### config.mk
export PLATFORM = sky130hd
export DESIGN_NAME = bounded_stack_with_search_top
export DESIGN_NICKNAME = d
export VERILOG_FILES = /design/src/rtl/bss_pkg.sv /design/src/rtl/bss_cell.sv /design/src/rtl/bounded_stack_with_search_top.sv
export VERILOG_INCLUDE_DIRS = /design/src /design/src/rtl
export SDC_FILE = /design/constraint.sdc
export NUM_CORES = 1
export LEC_CHECK = 0
export BUFFER_PORTS_ARGS = -buffer_cell sky130_fd_sc_hd__buf_2
export CELL_PAD_IN_SITES_DETAIL_PLACEMENT = 0
export CELL_PAD_IN_SITES_GLOBAL_PLACEMENT = 2
export CORE_ASPECT_RATIO = 0.8
export CORE_MARGIN = 2
export CORE_UTILIZATION = 25
export DETAILED_ROUTE_END_ITERATION = 6
export PLACE_DENSITY = 0.45
export REMOVE_ABC_BUFFERS = 1
export SLEW_MARGIN = 20
export SYNTH_ARGS = -nofsm -noshare
export SYNTH_HDL_FRONTEND = slang
export SYNTH_SLANG_ARGS = --single-unit
### constraint.sdc
create_clock -name clk -period 61.9 [get_ports clk]
set_clock_uncertainty 0.2 [all_clocks]
set_input_delay 18.57 -clock clk [delete_from_list [all_inputs] [get_ports clk]]
set_output_delay 18.57 -clock clk [all_outputs]
set_load 0.1 [all_outputs]
### src/rtl/bounded_stack_with_search_top_assert.svh
// ----------------------------------------------------------------------------
// Assertion macros for the bounded stack block
// Shared wrappers for the concurrent checks kept at the end of the top module.
// ----------------------------------------------------------------------------
`ifndef BOUNDED_STACK_WITH_SEARCH_TOP_ASSERT_SVH
`define BOUNDED_STACK_WITH_SEARCH_TOP_ASSERT_SVH

// Check on every clock edge, masked while reset is asserted
`define BSS_ASSERT(name, prop, msg) \
	name: assert property (@(posedge clk) disable iff (!arst_n) prop) else $error(msg);

// Check on every clock edge, reset included
`define BSS_ASSERT_ALWAYS(name, prop, msg) \
	name: assert property (@(posedge clk) prop) else $error(msg);

`endif

### src/rtl/bss_pkg.sv
// ----------------------------------------------------------------------------
// bss_pkg
// Types and codes shared by the stack cells and the stack top level.
// ----------------------------------------------------------------------------
package bss_pkg;

	// Width of the word fields on the ports
	localparam int unsigned VALUE_W = 32;

	// Request kinds
	localparam logic [1:0] ACT_PUSH   = 2'd0;
	localparam logic [1:0] ACT_POP    = 2'd1;
	localparam logic [1:0] ACT_PEEK   = 2'd2;
	localparam logic [1:0] ACT_SEARCH = 2'd3;

	// Request item
	typedef struct packed {
		logic [1:0]         action;
		logic [VALUE_W-1:0] value;
	} req_t;

	// Result item
	typedef struct packed {
		logic               ok;
		logic [VALUE_W-1:0] top_value;
		logic               found;
		logic               is_empty;
		logic               is_full;
	} rsp_t;

	// Broadcast control for every cell of the chain
	typedef struct packed {
		logic push;   // shift words one cell away from the top
		logic pop;    // shift words one cell toward the top
		logic clr;    // clear the search hit chain
		logic scan;   // advance the search hit chain one cell
	} cell_ctrl_t;

endpackage

### src/rtl/bss_cell.sv
// ----------------------------------------------------------------------------
// bss_cell
// One stack slot: holds a word, shifts it with its neighbors on push and pop,
// and ripples the search hit flag toward the top of the stack.
// ----------------------------------------------------------------------------
module bss_cell #(
	parameter int unsigned DATA_WIDTH = 32
) (
	input  logic                   clk,
	input  logic                   arst_n,
	input  bss_pkg::cell_ctrl_t    ctrl,
	input  logic                   occupied,
	input  logic [DATA_WIDTH-1:0]  target,
	input  logic [DATA_WIDTH-1:0]  above_data,
	input  logic [DATA_WIDTH-1:0]  below_data,
	input  logic                   below_hit,
	output logic [DATA_WIDTH-1:0]  data,
	output logic                   hit
);
	import bss_pkg::*;

	logic [DATA_WIDTH-1:0] data_q;
	logic                  hit_q;
	logic                  match;

	// Compare the held word against the search target
	assign match = occupied && (data_q == target);

	// Shift the word down on push, up on pop, else hold
	always_ff @(posedge clk) begin
		if (ctrl.push) begin
			data_q <= above_data;
		end else if (ctrl.pop) begin
			data_q <= below_data;
		end
	end

	// Collect hits from this cell and every cell below it
	always_ff @(posedge clk or negedge arst_n) begin
		if (!arst_n) begin
			hit_q <= 1'b0;
		end else if (ctrl.clr) begin
			hit_q <= 1'b0;
		end else if (ctrl.scan) begin
			hit_q <= match | below_hit;
		end
	end

	assign data = data_q;
	assign hit  = hit_q;

endmodule

### src/rtl/bounded_stack_with_search_top.sv
// Push, pop and peek each give a registered result: one item per cycle while no search or
// stalled result holds the input. A search on N entries scans while the hit flag ripples
// one cell per cycle toward the top, then gives its result; the next item is taken only after
// that result is loaded. A search on an empty stack gives its result without a scan.
// A waiting result blocks new items only while stalled. Reset clears the entry count, the
// search state and the result valid; slot words are never read before a push writes them.
`include "bounded_stack_with_search_top_assert.svh"
// ----------------------------------------------------------------------------
// bounded_stack_with_search_top
// Bounded LIFO of DEPTH words built as a chain of shifting cells, with a
// push, pop, peek and search-for-value request per item.
// ----------------------------------------------------------------------------
module bounded_stack_with_search_top #(
	parameter int unsigned DEPTH      = 16,
	parameter int unsigned DATA_WIDTH = 32
) (
	input  logic           clk,
	input  logic           arst_n,
	input  logic           req_valid,
	output logic           req_stall,
	input  bss_pkg::req_t  req,
	output logic           rsp_valid,
	input  logic           rsp_stall,
	output bss_pkg::rsp_t  rsp
);
	import bss_pkg::*;

	localparam int unsigned CW = $clog2(DEPTH + 1);

	localparam logic ST_IDLE = 1'b0;
	localparam logic ST_SCAN = 1'b1;

	logic                  state_q;
	logic [CW-1:0]         count_q;
	logic [CW-1:0]         steps_q;
	logic [DATA_WIDTH-1:0] target_q;
	logic                  rsp_valid_q;
	rsp_t                  rsp_q;

	logic                  req_acc;
	logic                  out_free;
	logic                  is_empty;
	logic                  is_full;
	logic [DATA_WIDTH-1:0] word;
	logic [VALUE_W-1:0]    top_word;
	cell_ctrl_t            ctrl;
	logic                  load;
	rsp_t                  load_rsp;
	logic [CW-1:0]         count_d;

	logic [DATA_WIDTH-1:0] cell_data [DEPTH];
	logic                  cell_hit  [DEPTH];

	// Handshake
	assign out_free  = !rsp_valid_q || !rsp_stall;
	assign req_stall = (state_q != ST_IDLE) || !out_free;
	assign req_acc   = req_valid && !req_stall;

	assign is_empty = (count_q == '0);
	assign is_full  = (count_q == CW'(DEPTH));

	// Fit the port word to the slot width and back
	if (DATA_WIDTH <= VALUE_W) begin : g_narrow
		assign word     = req.value[DATA_WIDTH-1:0];
		assign top_word = VALUE_W'(cell_data[0]);
	end else begin : g_wide
		assign word     = {{(DATA_WIDTH-VALUE_W){1'b0}}, req.value};
		assign top_word = cell_data[0][VALUE_W-1:0];
	end

	// Chain of slots, top of stack in cell 0
	for (genvar i = 0; i < DEPTH; i++) begin : g_cell
		logic [DATA_WIDTH-1:0] above;
		logic [DATA_WIDTH-1:0] below;
		logic                  below_hit;

		if (i == 0) begin : g_first
			assign above = word;
		end else begin : g_mid_a
			assign above = cell_data[i-1];
		end

		if (i == DEPTH - 1) begin : g_last
			assign below     = cell_data[i];
			assign below_hit = 1'b0;
		end else begin : g_mid_b
			assign below     = cell_data[i+1];
			assign below_hit = cell_hit[i+1];
		end

		bss_cell #(
			.DATA_WIDTH (DATA_WIDTH)
		) u_cell (
			.clk        (clk),
			.arst_n     (arst_n),
			.ctrl       (ctrl),
			.occupied   (count_q > CW'(i)),
			.target     (target_q),
			.above_data (above),
			.below_data (below),
			.below_hit  (below_hit),
			.data       (cell_data[i]),
			.hit        (cell_hit[i])
		);
	end

	// Decode the accepted item and the search finish
	always_comb begin
		ctrl     = '0;
		load     = 1'b0;
		load_rsp = '0;
		count_d  = count_q;
		if (state_q == ST_SCAN) begin
			if (steps_q != '0) begin
				ctrl.scan = 1'b1;
			end else if (out_free) begin
				load              = 1'b1;
				load_rsp.ok       = 1'b1;
				load_rsp.found    = cell_hit[0];
			end
		end else if (req_acc) begin
			unique case (req.action)
				ACT_PUSH: begin
					load = 1'b1;
					if (!is_full) begin
						ctrl.push   = 1'b1;
						count_d     = count_q + CW'(1);
						load_rsp.ok = 1'b1;
					end
				end
				ACT_POP: begin
					load = 1'b1;
					if (!is_empty) begin
						ctrl.pop    = 1'b1;
						count_d     = count_q - CW'(1);
						load_rsp.ok = 1'b1;
					end
				end
				ACT_PEEK: begin
					load = 1'b1;
					if (!is_empty) begin
						load_rsp.ok        = 1'b1;
						load_rsp.top_value = top_word;
					end
				end
				ACT_SEARCH: begin
					ctrl.clr = 1'b1;
					if (is_empty) begin
						load        = 1'b1;
						load_rsp.ok = 1'b1;
					end
				end
				default: begin
					load = 1'b0;
				end
			endcase
		end
		load_rsp.is_empty = (count_d == '0);
		load_rsp.is_full  = (count_d == CW'(DEPTH));
	end

	// Advance count, search sequencer and result valid
	always_ff @(posedge clk or negedge arst_n) begin
		if (!arst_n) begin
			state_q     <= ST_IDLE;
			count_q     <= '0;
			steps_q     <= '0;
			rsp_valid_q <= 1'b0;
		end else begin
			count_q <= count_d;
			if (state_q == ST_SCAN) begin
				if (steps_q != '0) begin
					steps_q <= steps_q - CW'(1);
				end else if (out_free) begin
					state_q <= ST_IDLE;
				end
			end else if (req_acc && (req.action == ACT_SEARCH) && !is_empty) begin
				state_q <= ST_SCAN;
				steps_q <= count_q;
			end
			if (load) begin
				rsp_valid_q <= 1'b1;
			end else if (!rsp_stall) begin
				rsp_valid_q <= 1'b0;
			end
		end
	end

	// Hold the search target and the result payload
	always_ff @(posedge clk) begin
		if (req_acc) begin
			target_q <= word;
		end
		if (load) begin
			rsp_q <= load_rsp;
		end
	end

	assign rsp_valid = rsp_valid_q;
	assign rsp       = rsp_q;

	`BSS_ASSERT_ALWAYS(a_scan_blocks_req,
		(state_q == ST_SCAN) |-> req_stall,
		"request taken during search")
	`BSS_ASSERT(a_push_counts,
		(req_acc && req.action == ACT_PUSH && !is_full) |=>
			(count_q == $past(count_q) + CW'(1)),
		"push did not grow the stack")
	`BSS_ASSERT(a_flags_track,
		rsp_valid_q |-> ((rsp_q.is_full == is_full) && (rsp_q.is_empty == is_empty)),
		"result flags disagree with count")
	`BSS_ASSERT(a_scan_bound,
		(state_q == ST_SCAN) |-> (steps_q <= count_q),
		"search steps exceed entry count")

endmodule
# After elaboration in Yosys (flattened, before gate mapping)
# Index checks and enable logic that the tools add are counted.
# op_classes
muxes,96
n_bitwise,19
n_eq_ne,23
addsub,3
n_reduce_logical,37
order_cmp,16
# ops
op,count
32-bit 2-to-1 mux,31
32-bit == test,16
33-bit 2-to-1 mux,2
1-bit 2-to-1 mux,51
"5-bit by 4-bit > comparator with 1-bit output, second input constant",8
5-bit 2-to-1 mux,7
"5-bit by 3-bit > comparator with 1-bit output, second input constant",4
1-bit logical AND,19
1-bit bitwise OR,15
"5-bit == test, second input constant",2
"5-bit by 1-bit > comparator with 1-bit output, second input constant",2
"5-bit by 2-bit > comparator with 1-bit output, second input constant",2
5-bit logical NOT,2
5-bit case mux with 2 select lines,1
"5-bit by 1-bit subtractor with 5-bit output, second input constant",2
3-bit 2-to-1 mux,2
2-bit nonzero test,3
3-bit OR reduction,2
"5-bit by 1-bit adder with 5-bit output, second input constant",1
1-bit logical NOT,5
5-bit nonzero test,1
"2-bit == test, second input constant",2
"2-bit by 1-bit inequality test with 1-bit output, second input constant",2
1-bit inverter,4
7 further kinds,8
# word_totals
inputBits,38
output_inout_bits,38
word_cells,236
regBits,608

# Logic depth before layout (Yosys ltp)
# logic_depth
word_depth,10
depth_mapped,8
depth_no_buf,7

# Modules after synthesis
# A second synthesis with hierarchy kept.
# unflattened
hier_cells,2112
area_unflattened_um2,31361.3
# modules_own_cells
module,instances,area_per_inst_um2,seq_area_each_um2,cells_each
bss_cell,16,1745.4,985.9,116
bounded_stack_with_search_top,1,3434.5,2342.2,256

# Worst setup path before layout
# Ideal clock, no wire load.
# synth_path
kind,input-to-reg
start,input req[33] in the netlist's numbering
end,register g_cell[0].u_cell.data_q[0] (enable)
setup_time_ps,1616
cell_stages,4
required_ps,60084
slack_ps,16998
arrival_time_ps,43087
path_buffers,2
cell_sequence,clkbuf_1 -> or3_1 -> buf_2 -> a31oi_1
# synth_between
elab_chain_len,5
word_cells_on_any_way,7
cone_classes,eq/ne (1); mux (4); reduce/logical (2)
# synth_rtl
item,line_no,text
from (decl),bounded_stack_with_search_top.sv:21,"input bss_pkg::req_t req,"
2-bit by 1-bit == test with 1-bit output or 2-bit logical NOT (tied branches),bounded_stack_with_search_top.sv:122,unique case (req.action)
1-bit 2-to-1 mux,bounded_stack_with_search_top.sv:122,
3-bit 2-to-1 mux (*),bounded_stack_with_search_top.sv:121,end else if (req_acc) begin
3-bit 2-to-1 mux (*),bounded_stack_with_search_top.sv:113,if (state_q == ST_SCAN) begin
2-bit nonzero test (no source line) (*),-,
to (signal assigned),bss_cell.sv:32,data_q <= above_data;
to (signal assigned),bss_cell.sv:34,data_q <= below_data;
to (decl),bss_cell.sv:22,logic [DATA_WIDTH-1:0] data_q;
# Every way passes the cells marked *; elsewhere a longest branch is shown, timed or not.
# A chain may end at the register's enable or synchronous reset.

# Final worst setup path
# layout_path
start,input rsp_stall
end,output req_stall
# layout_between
elab_chain_len,4
# layout_rtl
item,line_no,text
from (decl),bounded_stack_with_search_top.sv:23,"input logic rsp_stall,"
1-bit logical NOT,-,
1-bit logical OR,bounded_stack_with_search_top.sv:55,assign out_free = !rsp_valid_q || !rsp_stall;
1-bit logical NOT,bounded_stack_with_search_top.sv:56,assign req_stall = (state_q != ST_IDLE) || !out_free;
1-bit logical OR,bounded_stack_with_search_top.sv:56,
to (decl),bounded_stack_with_search_top.sv:20,"output logic req_stall,"
# Every way passes these cells.

==> flow_summary.yaml <==
run_status:
  status: "completed"
yosys:
  synth_top_cell_area_share: 0.5607
  synth_edf_count: 580
  ys_seq_elements: 608
  ys.warnings.count: 0
  ys.flop_type: "edfxtp_1"
  yosysTopAreaCell: "edfxtp_1"
  avgSynthCellArea_um2: 14.73
  yosysSeqAreaShare: 0.5832
  synth_cell_types: 50
  synthesis.area_um2: 31060
  synth-async-reset-ratio: 0.04605
  syn_inst: 2109
  yosys-top-cells-area: "edfxtp_1, mux2_2, xnor2_1"
cells_and_area:
  final_cell_mix: "edfxtp_1, mux2_2, xnor2_1"
  finalInstanceArea_um2: 35490
  fin_cells: 3873
  area_delta_synth_final_pct: 14.23
  fin_nets: 2223
  postLayoutCoreUtil: 0.2881
  final_common_cell: "edfxtp_1"
  drive_gt1_frac: 0.3205
global_routing:
  grt.met2_usage: 0.2211
  grt_pass1_vias: 18440
  grt_start_max_net_pins: 174
  grt.busiest_layer: "met1"
  grt_pass1_wl_um: 150400
  grt_usage: 0.1683
  grt_use_met3: 0.04767
  grt_overflow: 0
  met1_usage: 0.2688
  antenna_found_initial: 3
pwr:
  power_leakage_nw: 11.19
  peakVddDrop_uv: 18.02
  p_per_area_nw_per_um2: 36.08
cts:
  clock_latency_ps: 660
  cts_setup_buffers: 0
  cts_tree: "yes"
  hold_buffers: 0
  cts_made_buffers: 75
  path_clk_slew_ps: 50
  clock_sinks: 608
  ctsLongestPathBuffers: 3
  cts-root-buf: "clkbuf_16"
  h-tree-depth: 3
  cts_resized: 0
setup_path:
  crit_chain: "buf_2, a21oi_1, inv_1, buf_2"
  crit_slowest_cell: "buf_2"
  r2r-start: "count_q[0]"
  reg2regPathDepth: 8
  crit_end: "req_stall"
  crit_type: "input pin to output pin"
  crit_top_cell: "buf_2"
  worstPathRequired_ps: 43130
  cp.depth: 4
  startpoint_type: "input pin"
  critical_path_arrival_ps: 19260
  worstSetupEndpointType: "output pin"
  cp_max_fo: 3
  critPathLaunch: "rsp_stall"
  r2r_end: "g_cell[7].u_cell.data[5]"
  cp_num_buf_inv: 3
  crit_path_max_incr_delay_ps: 420
  r2r_slack_ps: 56310
  cp_top_family: "buffers and inverters"
floorplan:
  num_rows: 115
  start_util: 0.2522
  core_um2: 123200
  die_y_um: 319.3
  die_w_um: 398.1
  die_area_um2: 127100
  pin_count: 76
sta:
  grt_setup_unrepaired: "false"
  fmax_ghz: 0.02630
  hold_viol_final: 0
  maxSlewHeadroom: 0.1978
  fin_crit_ps: 38030
  drv_slew: 0
  setup_viol: 0
  tightestPinTransition_ps: 1195
  fin_tns_setup_ps: 0
  post-route-period-util: 0.6143
detailed_routing:
  routed_via_density: 4.645
  vias: 17990
  wire_per_inst_um: 28.01
  firstDrtPassIters: 5
  drc_errors: 0
  wl_um: 108500
  drtIter0Drc: 1769
  ant_nets: 0
placed_design:
  io_buffer_count: 75
  dp_hpwl_um: 80410
  routabilityCongestion: 0.8063
  post_dp_cell_area_um2: 33220
  dpl.cell_count: 3737
run:
  maxCapViolations: 0
hold_path:
  min_path_type: "flip-flop to flip-flop"
==> worst min-delay path by stage <==
stage                                  to  depth (start not counted)  slack [ps]                       start
3_3_place_gp   g_cell[15].u_cell.data[16]                          0         290  g_cell[14].u_cell.data[16]
2_1_floorplan       g_cell[10].u_cell.hit                          2         260       g_cell[10].u_cell.hit
6_report       g_cell[15].u_cell.data[30]                          0         300  g_cell[14].u_cell.data[30]
5_1_grt        g_cell[15].u_cell.data[30]                          0         310  g_cell[14].u_cell.data[30]
3_5_place_dp   g_cell[15].u_cell.data[15]                          0         290  g_cell[14].u_cell.data[15]
4_1_cts        g_cell[15].u_cell.data[30]                          0         300  g_cell[14].u_cell.data[30]
==> stage by stage <==
stage                     hold slack, ps  worst slack (ps)  power [W]
after floorplan                    262.5             12420  0.0008014
after global placement             287.7             23850  0.0008696
after detailed placement           286.3             23860  0.0008710
after CTS                          298.2             23860   0.001296
after global routing               308.3             23820   0.001336
final                              297.8             23870   0.001280
==> worst register-to-register path, cell delays in order (launching register included) <==
cell	delay (ps)
dfrtp_1	610
inv_1	260
ha_1	390
and4bb_2	340
nor4_4	330
buf_12	640
buf_4	1030
buf_4	1020
mux2_2	500
==> state kept, by name, summed over array words and instances, names as in the netlist <==
register and count:
g_cell.u_cell.data 512, rsp 36, target_q 32, g_cell.u_cell.hit 16, count_q 5, steps_q 5, rsp_valid 1, state_q 1
==> kinds of logic (layout without fill, tap and decap cells) <==
| family | Yosys count | count (layout) | synth area share |
|---|---|---|---|
| adder cells (fa/ha/maj) | 8 | 8 | 0.003222 |
| multiplexers | 481 | 481 | 0.1743 |
| AO/OA/AOI/OAI | 82 | 82 | 0.01752 |
| buffers and inverters | 146 | 271 | 0.02461 |
| XOR/XNOR | 516 | 516 | 0.1455 |
| other | 0 | 1 | 0 |
| flip-flops | 608 | 608 | 0.5832 |
| AND/OR/NAND/NOR | 268 | 268 | 0.05164 |
==> report_power, final <==
group / internal, W / leakage (nW) / switching (W)
sequential: 0.000511 / 5.66 / 0.0000436
clock: 0.000233 / 1.09 / 0.000183
combinational: 0.0000960 / 4.44 / 0.000215
total: 0.000839 / 11.2 / 0.000441
==> layer usage <==
metal / share of wire / wire, um / vias up
met4: 0.014 / 1503 / 0
met2: 0.39 / 42430 / 441
met1: 0.52 / 56730 / 9448
li1: - / - / 8021
met5: 0 / 0 / -
met3: 0.072 / 7828 / 82
==> synthesized netlist by cell type (19+ instances only) <==
cell type and number:
xnor2_1 273, and2_1 33, buf_2 28, nor4_1 76, buf_4 48, edfxtp_1 580
mux2_2 480, nand2_1 19, nand4_1 82, dfrtp_1 28, clkbuf_1 48, o21ai_0 23
xor2_1 243
==> area by class of cell <==
type | count | area (um^2)
fillers | 12510 | 87680
diodes | 1 | 2.502
multi-input cells | 1355 | 12250
flip-flops and latches | 608 | 18120
clock inverters | 35 | 221.5
repair buffers | 125 | 795.8
inverters | 12 | 45.04
well taps | 1638 | 2049
clock buffers | 99 | 2009
Note: power is estimated with default switching activity, not from simulation.
